**src/sv/id3v2_text_frame_parser_top_macros.svh**
```systemverilog
// Assertion macros for the ID3v2 text frame parser.
// Used by the top level; every property is clocked on i_clk and held off in reset.
`ifndef ID3V2_TEXT_FRAME_PARSER_TOP_MACROS_SVH
`define ID3V2_TEXT_FRAME_PARSER_TOP_MACROS_SVH

// Check a condition at every clock edge out of reset
`define ID3TP_ASSERT_ALWAYS(lbl, cond, msg) \
    lbl: assert property (@(posedge i_clk) disable iff (!i_rst_n) (cond)) else $error(msg);

// Check that a condition in one cycle implies another in the next cycle
`define ID3TP_ASSERT_NEXT(lbl, pre, post, msg) \
    lbl: assert property (@(posedge i_clk) disable iff (!i_rst_n) (pre) |=> (post)) \
        else $error(msg);

`endif

```
**src/sv/id3tp_pkg.sv**
```systemverilog
// Shared types, codes and the text frame table of the ID3v2 text frame parser.
// No dependencies; imported by the core, the result queue and the top level.
`timescale 1ns / 1ps
`default_nettype none

package id3tp_pkg;

    // Result event codes
    localparam logic [1:0] EV_TEXT = 2'd0;
    localparam logic [1:0] EV_END  = 2'd1;
    localparam logic [1:0] EV_TAG  = 2'd2;

    // Tag status codes
    localparam logic [1:0] ST_OK     = 2'd0;
    localparam logic [1:0] ST_NO_TAG = 2'd1;
    localparam logic [1:0] ST_TRUNC  = 2'd2;

    // Field codes
    localparam logic [2:0] FLD_TITLE   = 3'd0;
    localparam logic [2:0] FLD_ARTIST  = 3'd1;
    localparam logic [2:0] FLD_ALBUM   = 3'd2;
    localparam logic [2:0] FLD_TRACK   = 3'd3;
    localparam logic [2:0] FLD_YEAR    = 3'd4;
    localparam logic [2:0] FLD_COMMENT = 3'd5;
    localparam logic [2:0] FLD_GENRE   = 3'd6;

    // Result slots inside one bundle, in delivery order
    localparam int SLOT_TEXT = 0;
    localparam int SLOT_END  = 1;
    localparam int SLOT_FIN  = 2;
    localparam int NUM_SLOTS = 3;

    // All results caused by one input byte
    typedef struct packed {
        logic [NUM_SLOTS-1:0] mask;
        logic [2:0]           field;
        logic [7:0]           text_byte;
        logic [1:0]           status;
    } t_bundle;

    typedef struct packed {
        logic [31:0] id;
        logic        wide;
        logic [2:0]  fld;
    } t_frame_kind;

    typedef struct packed {
        logic       hit;
        logic [2:0] fld;
    } t_frame_hit;

    localparam int NUM_FRAMES = 12;

    localparam t_frame_kind KNOWN_FRAMES [NUM_FRAMES] = '{
        '{32'h0054_5432, 1'b0, FLD_TITLE},
        '{32'h0054_5031, 1'b0, FLD_ARTIST},
        '{32'h0054_414C, 1'b0, FLD_ALBUM},
        '{32'h0054_524B, 1'b0, FLD_TRACK},
        '{32'h0054_5945, 1'b0, FLD_YEAR},
        '{32'h0043_4F4D, 1'b0, FLD_COMMENT},
        '{32'h0054_434F, 1'b0, FLD_GENRE},
        '{32'h5449_5432, 1'b1, FLD_TITLE},
        '{32'h5450_4531, 1'b1, FLD_ARTIST},
        '{32'h5441_4C42, 1'b1, FLD_ALBUM},
        '{32'h5459_4552, 1'b1, FLD_YEAR},
        '{32'h434F_4D4D, 1'b1, FLD_COMMENT}
    };

    // Match a frame ID against the text frame table for the current layout
    function automatic t_frame_hit frame_lookup(input logic [31:0] id, input logic wide);
        t_frame_hit res;
        res = '0;
        for (int i = 0; i < NUM_FRAMES; i++) begin
            if (KNOWN_FRAMES[i].id == id && KNOWN_FRAMES[i].wide == wide) begin
                res.hit = 1'b1;
                res.fld = KNOWN_FRAMES[i].fld;
            end
        end
        return res;
    endfunction

endpackage

`default_nettype wire

```
**src/sv/id3v2_text_frame_parser_top.sv**
```systemverilog
// Top level of the ID3v2 text frame parser: byte parser core and result queue.
// Depends on id3tp_pkg, id3tp_core, id3tp_outq and the assertion macro header.
//
//  Channel  Dir  Signals                       Contents
//  s_axis   in   tvalid tready tdata tlast     file byte, last-byte flag in tlast
//  m_axis   out  tvalid tready tdata tuser     result: event kind in tuser
//
// One file byte is taken per cycle while the queue is not full; its results pass the
// input register and are written to the result queue before they reach m_axis. A byte
// causes zero to three results, delivered one per cycle while m_axis_tready is high,
// through the single result port. A four-bundle queue absorbs bursts; s_axis stalls only when it fills.
// Reset is synchronous, active low, and clears the walk state and the queue at once.
`timescale 1ns / 1ps
`default_nettype none

`include "id3v2_text_frame_parser_top_macros.svh"

module id3v2_text_frame_parser_top #(
    parameter int TAG_LENGTH_BITS = 28
) (
    input  wire logic        i_clk,
    input  wire logic        i_rst_n,
    input  wire logic        s_axis_tvalid,
    output logic             s_axis_tready,
    input  wire logic [7:0]  s_axis_tdata,   // [7:0] data_byte
    input  wire logic        s_axis_tlast,   // last_byte
    output logic             m_axis_tvalid,
    input  wire logic        m_axis_tready,
    output logic [15:0]      m_axis_tdata,   // [2:0] field, [10:3] text_byte, [12:11] status
    output logic [1:0]       m_axis_tuser    // [1:0] event_res
);
    import id3tp_pkg::*;

    logic       w_push;
    t_bundle    w_bundle;
    logic       w_full;
    logic [2:0] w_field;
    logic [7:0] w_text;
    logic [1:0] w_status;

    // Byte parser
    id3tp_core #(
        .TAG_LENGTH_BITS(TAG_LENGTH_BITS)
    ) u_core (
        .i_clk      (i_clk),
        .i_rst_n    (i_rst_n),
        .i_in_valid (s_axis_tvalid),
        .o_in_ready (s_axis_tready),
        .i_in_byte  (s_axis_tdata),
        .i_in_last  (s_axis_tlast),
        .o_push     (w_push),
        .o_bundle   (w_bundle),
        .i_full     (w_full)
    );

    // Result queue
    id3tp_outq u_outq (
        .i_clk    (i_clk),
        .i_rst_n  (i_rst_n),
        .i_push   (w_push),
        .i_bundle (w_bundle),
        .o_full   (w_full),
        .o_valid  (m_axis_tvalid),
        .i_ready  (m_axis_tready),
        .o_event  (m_axis_tuser),
        .o_field  (w_field),
        .o_text   (w_text),
        .o_status (w_status)
    );

    // Pack the result fields
    assign m_axis_tdata = {3'b000, w_status, w_text, w_field};

    // Checks
    `ID3TP_ASSERT_ALWAYS(a_no_push_when_full, !(w_push && w_full), "push into a full queue")
    `ID3TP_ASSERT_ALWAYS(a_push_has_result, !w_push || (w_bundle.mask != '0), "empty bundle pushed")
    `ID3TP_ASSERT_ALWAYS(a_tag_event_clean, !(m_axis_tvalid && m_axis_tuser == EV_TAG) || (m_axis_tdata[10:0] == 11'd0), "tag event carries field text")
    `ID3TP_ASSERT_NEXT(a_full_blocks_input, w_full && !m_axis_tready, !w_push, "queue took a bundle while full and stalled")

endmodule

`default_nettype wire

```
**src/sv/id3tp_core.sv**
```systemverilog
// Byte parser of the ID3v2 text frame parser: input register, tag/frame walk state
// and the bundle of results for each byte. Depends on id3tp_pkg.
`timescale 1ns / 1ps
`default_nettype none

module id3tp_core #(
    parameter int TAG_LENGTH_BITS = 28
) (
    input  wire logic              i_clk,
    input  wire logic              i_rst_n,
    input  wire logic              i_in_valid,
    output logic                   o_in_ready,
    input  wire logic [7:0]        i_in_byte,
    input  wire logic              i_in_last,
    output logic                   o_push,
    output id3tp_pkg::t_bundle     o_bundle,
    input  wire logic              i_full
);
    import id3tp_pkg::*;

    typedef enum logic [2:0] {
        PH_HDR,
        PH_EXT,
        PH_FHDR,
        PH_PAY,
        PH_DONE
    } t_phase;

    localparam int CmpW = 34;
    localparam logic [CmpW-1:0] One = 1;
    localparam logic [CmpW-1:0] TagMax = (One << TAG_LENGTH_BITS) - One;
    localparam logic [7:0] Ver2 = 8'd2;
    localparam logic [7:0] Ver3 = 8'd3;
    localparam logic [7:0] ExtCrcMark = 8'h0A;
    localparam logic [3:0] HdrLast = 4'd9;
    localparam logic [3:0] FhdrWideLast = 4'd9;
    localparam logic [3:0] FhdrNarrowLast = 4'd5;
    localparam logic [CmpW-1:0] FhdrWideLen = 10;
    localparam logic [CmpW-1:0] FhdrNarrowLen = 6;
    localparam logic [23:0] ExtShortLen = 24'd10;
    localparam logic [23:0] ExtLongLen = 24'd14;
    localparam logic [7:0] Sig [3] = '{8'h49, 8'h44, 8'h33};

    // Input register
    logic       r_in_valid;
    logic [7:0] r_in_byte;
    logic       r_in_last;
    logic       w_go;

    // Walk state and next values
    t_phase                     r_phase, n_phase;
    logic [3:0]                 r_hcnt, n_hcnt;
    logic [7:0]                 r_major, n_major;
    logic                       r_ext_flag, n_ext_flag;
    logic [TAG_LENGTH_BITS-1:0] r_tag_len, n_tag_len;
    logic [TAG_LENGTH_BITS-1:0] r_frame_off, n_frame_off;
    logic [31:0]                r_frame_id, n_frame_id;
    logic [23:0]                r_pay_left, n_pay_left;
    logic [31:0]                r_acc, n_acc;
    logic [2:0]                 r_cur_field, n_cur_field;
    logic                       r_tf_sel, n_tf_sel;
    logic                       r_tf_nul, n_tf_nul;
    logic                       r_tf_end, n_tf_end;

    // Helper values
    logic            w_wide;
    logic [31:0]     w_hdr_acc;
    logic [31:0]     w_ext_acc;
    logic [31:0]     w_fh_id;
    logic [23:0]     w_fh_pl;
    logic            w_fh_last;
    logic [CmpW-1:0] w_fh_end_sum;
    logic [CmpW-1:0] w_fh_next;
    logic            w_fh_over;
    t_frame_hit      w_hit;
    logic            w_text_v, w_end_v, w_fin_v, w_walk;
    logic [1:0]      w_fin_st;

    assign w_go = r_in_valid && !i_full;
    assign o_in_ready = !r_in_valid || w_go;

    // Hold the byte until the queue can take its results
    always_ff @(posedge i_clk) begin
        if (!i_rst_n) begin
            r_in_valid <= 1'b0;
        end else if (i_in_valid && o_in_ready) begin
            r_in_valid <= 1'b1;
        end else if (w_go) begin
            r_in_valid <= 1'b0;
        end
        if (i_in_valid && o_in_ready) begin
            r_in_byte <= i_in_byte;
            r_in_last <= i_in_last;
        end
    end

    assign w_wide = r_ext_flag || (r_major != Ver2);
    assign w_hdr_acc = {r_acc[24:0], r_in_byte[6:0]};
    assign w_ext_acc = {r_acc[23:0], r_in_byte};
    assign w_hit = frame_lookup(r_frame_id, w_wide);

    // Assemble frame ID and size from the frame header bytes
    always_comb begin
        logic [31:0] base_id;
        logic [23:0] base_pl;
        base_id = (r_hcnt == 4'd0) ? 32'd0 : r_frame_id;
        base_pl = (r_hcnt == 4'd0) ? 24'd0 : r_pay_left;
        w_fh_id = base_id;
        w_fh_pl = base_pl;
        if (w_wide) begin
            if (r_hcnt < 4'd4) begin
                w_fh_id = {base_id[23:0], r_in_byte};
            end else if (r_hcnt == 4'd6 || r_hcnt == 4'd7) begin
                w_fh_pl = {base_pl[15:0], r_in_byte};
            end
        end else begin
            if (r_hcnt < 4'd3) begin
                w_fh_id = {base_id[23:0], r_in_byte};
            end else begin
                w_fh_pl = {base_pl[16:0], r_in_byte[6:0]};
            end
        end
        w_fh_last = (r_hcnt == (w_wide ? FhdrWideLast : FhdrNarrowLast));
    end

    // Frame bounds check and next frame offset
    assign w_fh_end_sum = CmpW'(r_frame_off) + CmpW'(w_fh_pl);
    assign w_fh_over = (w_fh_pl == 24'd0) || (w_fh_end_sum > CmpW'(r_tag_len));
    assign w_fh_next = w_fh_end_sum + (w_wide ? FhdrWideLen : FhdrNarrowLen);

    // Advance the walk by one byte and collect its results
    always_comb begin
        n_phase     = r_phase;
        n_hcnt      = r_hcnt;
        n_major     = r_major;
        n_ext_flag  = r_ext_flag;
        n_tag_len   = r_tag_len;
        n_frame_off = r_frame_off;
        n_frame_id  = r_frame_id;
        n_pay_left  = r_pay_left;
        n_acc       = r_acc;
        n_cur_field = r_cur_field;
        n_tf_sel    = r_tf_sel;
        n_tf_nul    = r_tf_nul;
        n_tf_end    = r_tf_end;
        w_text_v    = 1'b0;
        w_end_v     = 1'b0;
        w_fin_v     = 1'b0;
        w_fin_st    = ST_OK;
        w_walk      = 1'b0;

        unique case (r_phase)
            PH_HDR: begin
                if (r_hcnt < 4'd3 && r_in_byte != Sig[r_hcnt[1:0]]) begin
                    w_fin_v  = 1'b1;
                    w_fin_st = ST_NO_TAG;
                    n_phase  = PH_DONE;
                end else begin
                    if (r_hcnt == 4'd3) begin
                        n_major = r_in_byte;
                    end
                    if (r_hcnt == 4'd5) begin
                        n_ext_flag = r_in_byte[6];
                    end
                    if (r_hcnt >= 4'd6) begin
                        n_acc = w_hdr_acc;
                    end
                    if (r_hcnt >= HdrLast) begin
                        // Clamp the syncsafe length to the counter range
                        if ({2'b00, w_hdr_acc} > TagMax) begin
                            n_tag_len = TagMax[TAG_LENGTH_BITS-1:0];
                        end else begin
                            n_tag_len = w_hdr_acc[TAG_LENGTH_BITS-1:0];
                        end
                        n_hcnt      = 4'd0;
                        n_acc       = 32'd0;
                        n_pay_left  = 24'd0;
                        n_frame_off = '0;
                        if (r_ext_flag) begin
                            n_phase = PH_EXT;
                        end else if (r_major == Ver2 || r_major == Ver3) begin
                            w_walk = 1'b1;
                        end else begin
                            w_fin_v  = 1'b1;
                            w_fin_st = ST_NO_TAG;
                            n_phase  = PH_DONE;
                        end
                    end else begin
                        n_hcnt = r_hcnt + 4'd1;
                    end
                end
            end
            PH_EXT: begin
                if (r_hcnt == 4'd3) begin
                    n_pay_left = (r_in_byte == ExtCrcMark) ? 24'd1 : 24'd0;
                end else if (r_hcnt == 4'd4) begin
                    n_pay_left = (r_pay_left != 24'd0 && r_in_byte != 8'd0) ?
                                 ExtLongLen : ExtShortLen;
                end else if (r_hcnt >= 4'd6 && r_hcnt <= 4'd9) begin
                    n_acc = w_ext_acc;
                end
                // Take the padding size off the tag length, floor at zero
                if (r_hcnt == 4'd9) begin
                    if (CmpW'(r_tag_len) > CmpW'(w_ext_acc)) begin
                        n_tag_len = r_tag_len - w_ext_acc[TAG_LENGTH_BITS-1:0];
                    end else begin
                        n_tag_len = '0;
                    end
                end
                if (r_hcnt >= 4'd9 && (24'(r_hcnt) + 24'd1) >= n_pay_left) begin
                    n_frame_off = TAG_LENGTH_BITS'(n_pay_left);
                    n_pay_left  = 24'd0;
                    n_acc       = 32'd0;
                    w_walk      = 1'b1;
                end else begin
                    n_hcnt = r_hcnt + 4'd1;
                end
            end
            PH_FHDR: begin
                n_frame_id = w_fh_id;
                n_pay_left = w_fh_pl;
                if (!w_fh_last) begin
                    n_hcnt = r_hcnt + 4'd1;
                end else begin
                    n_hcnt = 4'd0;
                    if (w_fh_over) begin
                        w_fin_v = 1'b1;
                        n_phase = PH_DONE;
                    end else begin
                        n_tf_sel    = w_hit.hit;
                        n_tf_nul    = 1'b0;
                        n_tf_end    = 1'b0;
                        n_cur_field = w_hit.hit ? w_hit.fld : FLD_TITLE;
                        if (w_fh_next > TagMax) begin
                            n_frame_off = TagMax[TAG_LENGTH_BITS-1:0];
                        end else begin
                            n_frame_off = w_fh_next[TAG_LENGTH_BITS-1:0];
                        end
                        n_phase = PH_PAY;
                    end
                end
            end
            PH_PAY: begin
                // Skip the encoding byte up to the first NUL, emit up to the next
                if (r_tf_sel) begin
                    if (!r_tf_nul) begin
                        if (r_in_byte == 8'd0) begin
                            n_tf_nul = 1'b1;
                        end
                    end else if (!r_tf_end) begin
                        if (r_in_byte == 8'd0) begin
                            n_tf_end = 1'b1;
                        end else begin
                            w_text_v = 1'b1;
                        end
                    end
                end
                n_pay_left = r_pay_left - 24'd1;
                if (n_pay_left == 24'd0) begin
                    w_end_v  = r_tf_sel;
                    n_tf_sel = 1'b0;
                    n_tf_nul = 1'b0;
                    n_tf_end = 1'b0;
                    w_walk   = 1'b1;
                end
            end
            PH_DONE: begin
            end
            default: begin
            end
        endcase

        // Start the next frame or close the tag at its end
        if (w_walk) begin
            n_hcnt = 4'd0;
            if (n_frame_off >= n_tag_len) begin
                w_fin_v = 1'b1;
                n_phase = PH_DONE;
            end else begin
                n_phase = PH_FHDR;
            end
        end

        // End of file: report truncation if the tag is still open, and return to reset
        if (r_in_last) begin
            if (n_phase != PH_DONE) begin
                w_fin_v  = 1'b1;
                w_fin_st = ST_TRUNC;
            end
            n_phase     = PH_HDR;
            n_hcnt      = 4'd0;
            n_major     = 8'd0;
            n_ext_flag  = 1'b0;
            n_tag_len   = '0;
            n_frame_off = '0;
            n_frame_id  = 32'd0;
            n_pay_left  = 24'd0;
            n_acc       = 32'd0;
            n_cur_field = FLD_TITLE;
            n_tf_sel    = 1'b0;
            n_tf_nul    = 1'b0;
            n_tf_end    = 1'b0;
        end
    end

    // Results of this byte
    always_comb begin
        o_bundle                = '0;
        o_bundle.mask[SLOT_TEXT] = w_text_v;
        o_bundle.mask[SLOT_END]  = w_end_v;
        o_bundle.mask[SLOT_FIN]  = w_fin_v;
        o_bundle.field          = r_cur_field;
        o_bundle.text_byte      = r_in_byte;
        o_bundle.status         = w_fin_st;
    end

    assign o_push = w_go && (o_bundle.mask != '0);

    // Walk state
    always_ff @(posedge i_clk) begin
        if (!i_rst_n) begin
            r_phase     <= PH_HDR;
            r_hcnt      <= 4'd0;
            r_major     <= 8'd0;
            r_ext_flag  <= 1'b0;
            r_tag_len   <= '0;
            r_frame_off <= '0;
            r_frame_id  <= 32'd0;
            r_pay_left  <= 24'd0;
            r_acc       <= 32'd0;
            r_cur_field <= FLD_TITLE;
            r_tf_sel    <= 1'b0;
            r_tf_nul    <= 1'b0;
            r_tf_end    <= 1'b0;
        end else if (w_go) begin
            r_phase     <= n_phase;
            r_hcnt      <= n_hcnt;
            r_major     <= n_major;
            r_ext_flag  <= n_ext_flag;
            r_tag_len   <= n_tag_len;
            r_frame_off <= n_frame_off;
            r_frame_id  <= n_frame_id;
            r_pay_left  <= n_pay_left;
            r_acc       <= n_acc;
            r_cur_field <= n_cur_field;
            r_tf_sel    <= n_tf_sel;
            r_tf_nul    <= n_tf_nul;
            r_tf_end    <= n_tf_end;
        end
    end

endmodule

`default_nettype wire

```
**src/sv/id3tp_outq.sv**
```systemverilog
// Result queue of the ID3v2 text frame parser: holds result bundles and hands
// them out one result per request. Depends on id3tp_pkg.
`timescale 1ns / 1ps
`default_nettype none

module id3tp_outq (
    input  wire logic               i_clk,
    input  wire logic               i_rst_n,
    input  wire logic               i_push,
    input  wire id3tp_pkg::t_bundle i_bundle,
    output logic                    o_full,
    output logic                    o_valid,
    input  wire logic               i_ready,
    output logic [1:0]              o_event,
    output logic [2:0]              o_field,
    output logic [7:0]              o_text,
    output logic [1:0]              o_status
);
    import id3tp_pkg::*;

    localparam int Depth = 4;
    localparam int PtrW = $clog2(Depth);

    t_bundle                r_mem [Depth];
    logic [PtrW-1:0]        r_wptr;
    logic [PtrW-1:0]        r_rptr;
    logic [PtrW:0]          r_count;
    logic [NUM_SLOTS-1:0]   r_sent;

    t_bundle                w_head;
    logic [NUM_SLOTS-1:0]   w_rem;
    logic [NUM_SLOTS-1:0]   w_pick;
    logic                   w_more;
    logic                   w_pop;
    logic                   w_retire;

    assign o_full  = (r_count == (PtrW+1)'(Depth));
    assign o_valid = (r_count != '0);
    assign w_head  = r_mem[r_rptr];
    assign w_rem   = w_head.mask & ~r_sent;

    // Pick the earliest result still pending in the head bundle
    always_comb begin
        w_pick   = '0;
        o_event  = EV_TAG;
        o_field  = FLD_TITLE;
        o_text   = 8'd0;
        o_status = w_head.status;
        if (w_rem[SLOT_TEXT]) begin
            w_pick[SLOT_TEXT] = 1'b1;
            o_event  = EV_TEXT;
            o_field  = w_head.field;
            o_text   = w_head.text_byte;
            o_status = ST_OK;
        end else if (w_rem[SLOT_END]) begin
            w_pick[SLOT_END] = 1'b1;
            o_event  = EV_END;
            o_field  = w_head.field;
            o_status = ST_OK;
        end else begin
            w_pick[SLOT_FIN] = 1'b1;
        end
    end

    assign w_more   = ((w_rem & ~w_pick) != '0);
    assign w_pop    = o_valid && i_ready;
    assign w_retire = w_pop && !w_more;

    // Store bundles
    always_ff @(posedge i_clk) begin
        if (i_push) begin
            r_mem[r_wptr] <= i_bundle;
        end
    end

    // Advance pointers and mark delivered results
    always_ff @(posedge i_clk) begin
        if (!i_rst_n) begin
            r_wptr  <= '0;
            r_rptr  <= '0;
            r_count <= '0;
            r_sent  <= '0;
        end else begin
            if (i_push) begin
                r_wptr <= r_wptr + 1'b1;
            end
            if (w_pop) begin
                if (w_more) begin
                    r_sent <= r_sent | w_pick;
                end else begin
                    r_sent <= '0;
                    r_rptr <= r_rptr + 1'b1;
                end
            end
            r_count <= r_count + (PtrW+1)'(i_push) - (PtrW+1)'(w_retire);
        end
    end

endmodule

`default_nettype wire
```
**config.mk**
```make
export PLATFORM = sky130hd
export DESIGN_NAME = id3v2_text_frame_parser_top
export DESIGN_NICKNAME = d
export VERILOG_FILES = /design/src/sv/id3tp_pkg.sv /design/src/sv/id3v2_text_frame_parser_top.sv /design/src/sv/id3tp_core.sv /design/src/sv/id3tp_outq.sv
export VERILOG_INCLUDE_DIRS = /design/src /design/src/sv
export SDC_FILE = /design/constraint.sdc
export NUM_CORES = 1
export LEC_CHECK = 0
export BUFFER_PORTS_ARGS = -buffer_cell sky130_fd_sc_hd__buf_4
export CAP_MARGIN = 5
export CORE_MARGIN = 1.5
export CORE_UTILIZATION = 45
export CTS_CLUSTER_DIAMETER = 60
export DETAILED_ROUTE_END_ITERATION = 6
export PLACE_DENSITY_LB_ADDON = 0.25
export SLEW_MARGIN = 20
export SYNTH_ARGS = -nofsm -noshare
export SYNTH_HDL_FRONTEND = slang
export SYNTH_SLANG_ARGS = --single-unit
```
**constraint.sdc**
```tcl
create_clock -name i_clk -period 10.1 [get_ports i_clk]
set_input_delay 1.515 -clock i_clk [delete_from_list [all_inputs] [get_ports i_clk]]
set_output_delay 1.515 -clock i_clk [all_outputs]
set_load 0.01 [all_outputs]
```
==> impl_metrics.json <==
{
  "setup_ws_ns": 0.380,
  "dp_hpwl_um": 47100,
  "post_layout_nonfiller_instances": 2899,
  "combPwrFrac": 0.143,
  "worst_hold_slack_ns": 0.462,
  "cts_sinks": 245,
  "synth-async-reset-ratio": 0,
  "reg2reg_from": "u_core.r_major[3]",
  "drc_errors": 0,
  "regToRegSetupSlack_ns": 0.38,
  "die_h_um": 209,
  "crit_type": "reg2reg",
  "hold_viol_final": 0,
  "syn_to_final_growth_pct": 11.5,
  "hold_end": "u_core.r_major[1]",
  "design_area_mm2": 0.0213,
  "cap_viol_max_count": 0,
  "gp_congestion": 0.949,
  "firstDrtPassIters": 6,
  "p_seq_frac": 0.398,
  "yosys.cell_types.count": 108,
  "slowest_delay_ns": 0.63,
  "internal-power_mw": 1.92,
  "p_sw_uw": 759,
  "slew_violations": 0,
  "cts_tree": "done",
  "leakage_nw": 8.46,
  "start_kind": "flop",
  "track_usage": 0.292,
  "synth_edf_count": 73,
  "p_clk_frac": 0.458,
  "fin_tns_setup_ns": 0,
  "dp_slack_ns": -0.0174,
  "grt_pass1_vias": 17434,
  "num_vias": 18465,
  "status": "finished, final reports clean",
  "worst_ep_required_time_ns": 10.55,
  "period_minus_slack_ns": 9.72,
  "post_drt_wl_per_cell_um": 22.4,
  "start_util": 0.456,
  "hold_start": "u_core.r_major[1]",
  "finClkSkew_ns": 0.0242,
  "gr-total-overflow": 0,
  "whs_path_depth": 2,
  "ir_worst_vdd_uv": 104,
  "crit_path_start": "u_core.r_major[3]",
  "critPathSlowestCell": "o21ai_0",
  "core-area_mm2": 0.0419,
  "setup_violations": 0,
  "portBuffers": 29,
  "synthCells": 2344,
  "max_slew_margin": 0.383,
  "syn_area_per_cell_um2": 8.14,
  "clk_pin_slew_worst_paths_ns": 0.06,
  "grt_antenna_before_repair": 0,
  "path_common_cell": "o21ai_0",
  "ios": 33,
  "syn-cell-area_mm2": 0.0191,
  "fin_crit_sh": 0.962,
  "grt_max_degree": 75,
  "die_x_um": 209,
  "rows": 75,
  "ys_ff_latch": 245,
  "synth_seq_area_share": 0.295,
  "timing.rr.end": "u_outq.r_count[2]",
  "worst_pin_slew_ns": 0.926,
  "cp.arrival_ns": 10.17,
  "n_antenna_cell": 0,
  "place_inst": 2829,
  "vias_per_cell": 6.37,
  "clockRootBuffer": "clkbuf_16",
  "sw_frac_of_total": 0.283,
  "fmaxAchievable_ghz": 0.103,
  "wl_um": 65100,
  "grt_pass1_wl_um": 100000,
  "insertion_delay_ns": 0.56,
  "cts.path.max_buffers": 3,
  "rr_worst_depth": 41,
  "path_max_fanout": 20,
  "yosys_most_used_dff": "dfxtp_1",
  "final_nets": 2481,
  "yosysWarnings": 0,
  "drtAntennaViolNets": 0,
  "die_area_mm2": 0.0437,
  "power_density_mw_per_mm2": 126,
  "placed_area_mm2": 0.0199,
  "initialDrtViolationCount": 1807,
  "hold_class": "reg2reg",
  "htree_levels": 2,
  "cts_buffers": 36,
  "worst_setup_path_end_kind": "flop",
  "drive_above_1_share": 0.112
}
cells in the mapped netlist (7+ instances only):
library cell / number / area share
a22oi_1: 69 / 0.027
xnor2_1: 49 / 0.022
xor2_1: 41 / 0.019
or2_2: 9 / 0.0030
edfxtp_1: 73 / 0.11
o21a_1: 19 / 0.0075
buf_2: 18 / 0.0047
o221ai_1: 14 / 0.0064
a32oi_1: 8 / 0.0037
nor3b_1: 9 / 0.0035
o21ai_0: 124 / 0.033
o21bai_1: 14 / 0.0055
inv_1: 117 / 0.023
o2bb2ai_1: 13 / 0.0060
nand2b_1: 14 / 0.0046
a31oi_1: 21 / 0.0069
nand2_1: 227 / 0.045
nand3_1: 60 / 0.016
a221oi_1: 15 / 0.0069
a21oi_1: 143 / 0.038
o221a_2: 8 / 0.0047
a211oi_1: 19 / 0.0075
nor2_1: 143 / 0.028
o211ai_1: 15 / 0.0059
a211o_1: 7 / 0.0032
mux4_2: 16 / 0.019
nand4_1: 30 / 0.0098
a21boi_0: 37 / 0.015
dfxtp_1: 172 / 0.18
a21o_1: 91 / 0.036
nor3_1: 71 / 0.019
o22ai_1: 32 / 0.010
clkbuf_1: 121 / 0.024
and3_1: 28 / 0.0092
mux2i_1: 14 / 0.0073
ha_1: 128 / 0.084
nor2b_1: 77 / 0.025
buf_1: 10 / 0.0020
nor4_1: 30 / 0.0098
o31ai_1: 11 / 0.0043
or3_1: 42 / 0.014
o21ai_1: 9 / 0.0024
and2_1: 42 / 0.014
stage by stage:
step	util	power, mW
2_1_floorplan	-	1.33
3_3_place_gp	0.476	1.46
3_5_place_dp	0.476	1.46
4_1_cts	0.504	2.69
5_1_grt	0.508	2.78
6_report	0.508	2.68
cells in the final DEF (no fill, tap or decap), types with 41 or more instances in the layout:
cell / netlist / routed
buf_4: 5 / 108
edfxtp_1: 73 / 73
nor3_1: 71 / 68
a22oi_1: 69 / 69
and2_1: 42 / 42
nor2_1: 143 / 141
nand3_1: 60 / 59
ha_1: 128 / 124
nor2b_1: 77 / 77
xnor2_1: 49 / 47
a21o_1: 91 / 91
dfxtp_1: 172 / 170
o21ai_0: 124 / 120
nand2_1: 227 / 227
xor2_1: 41 / 41
a21oi_1: 143 / 140
inv_1: 117 / 116
how the worst max path moves through the flow:
stage                              to  slack (ns)  depth (start not counted)
floorplan           u_outq.r_count[2]        0.88                         48
global placement    u_outq.r_count[2]        0.14                         44
detailed placement  u_outq.r_count[2]       -0.02                         42
CTS                 u_outq.r_count[2]        0.03                         44
global route        u_outq.r_count[2]       -0.03                         42
finish              u_outq.r_count[2]        0.38                         41
logic make-up after synthesis:
kind of cell,share of synthesized area
AOI/OAI and AO/OA,0.267
xor gates and xnor gates,0.0413
adders and majority gates,0.0881
buffers and inverters,0.0583
DFF,0.295
muxes,0.0298
other,0.000197
and+or+nand+nor,0.220
per-layer routing:
metal,up-vias,track usage,share of wire
li1,8653,-,-
met4,0,0.137,0.049
met3,175,0.0460,0.064
met2,787,0.476,0.46
met1,8850,0.380,0.43
met5,-,0,0
critical path: cells and delay by family (launching register included):
kind	cells	cell delay [ns]
xor+xnor	3	0.59
flops	1	0.33
buf+inv	3	0.32
simple gates	10	2.43
mux	1	0.20
compound gates	19	4.14
fa+ha+maj	5	1.59
flip-flops by register name, summed over array words and instances (netlist names), 4 cells and up, named ones only:
register            flops
u_outq.r_mem           64
u_core.r_frame_id      32
u_core.r_frame_off     28
u_core.r_tag_len       28
u_core.r_acc           25
u_core.r_pay_left      24
u_core.r_in_byte        8
u_core.r_major          8
u_core.r_hcnt           4
power by group through the flow:
stage	logic, mW	clock network [mW]	registers (mW)
6_report	0.385	1.23	1.07
5_1_grt	0.415	1.29	1.07
4_1_cts	0.377	1.25	1.07
3_5_place_dp	0.375	0	1.09
3_3_place_gp	0.370	0	1.09
2_1_floorplan	0.248	0	1.08
layout make-up:
type                            count  area, µm²
Clock buffer                       43        937
Tap cell                          539        674
Sequential cell                   245       5640
Fill cell                        3981      20600
Inverter                          118        447
Clock inverter                     19        204
Multi-Input combinational cell   1825      12500
Timing Repair Buffer              110        851
what timing repair did:
action / 4_1_cts / 5_1_grt
gates resized for setup: 5 / 31
hold buffers: 0 / 0
setup buffers: 0 / 7
endpoints found under the setup margin: 65 / 67
pin swaps: 0 / 7
gates cloned: 0 / 1
(Power assumes the default switching activity.)
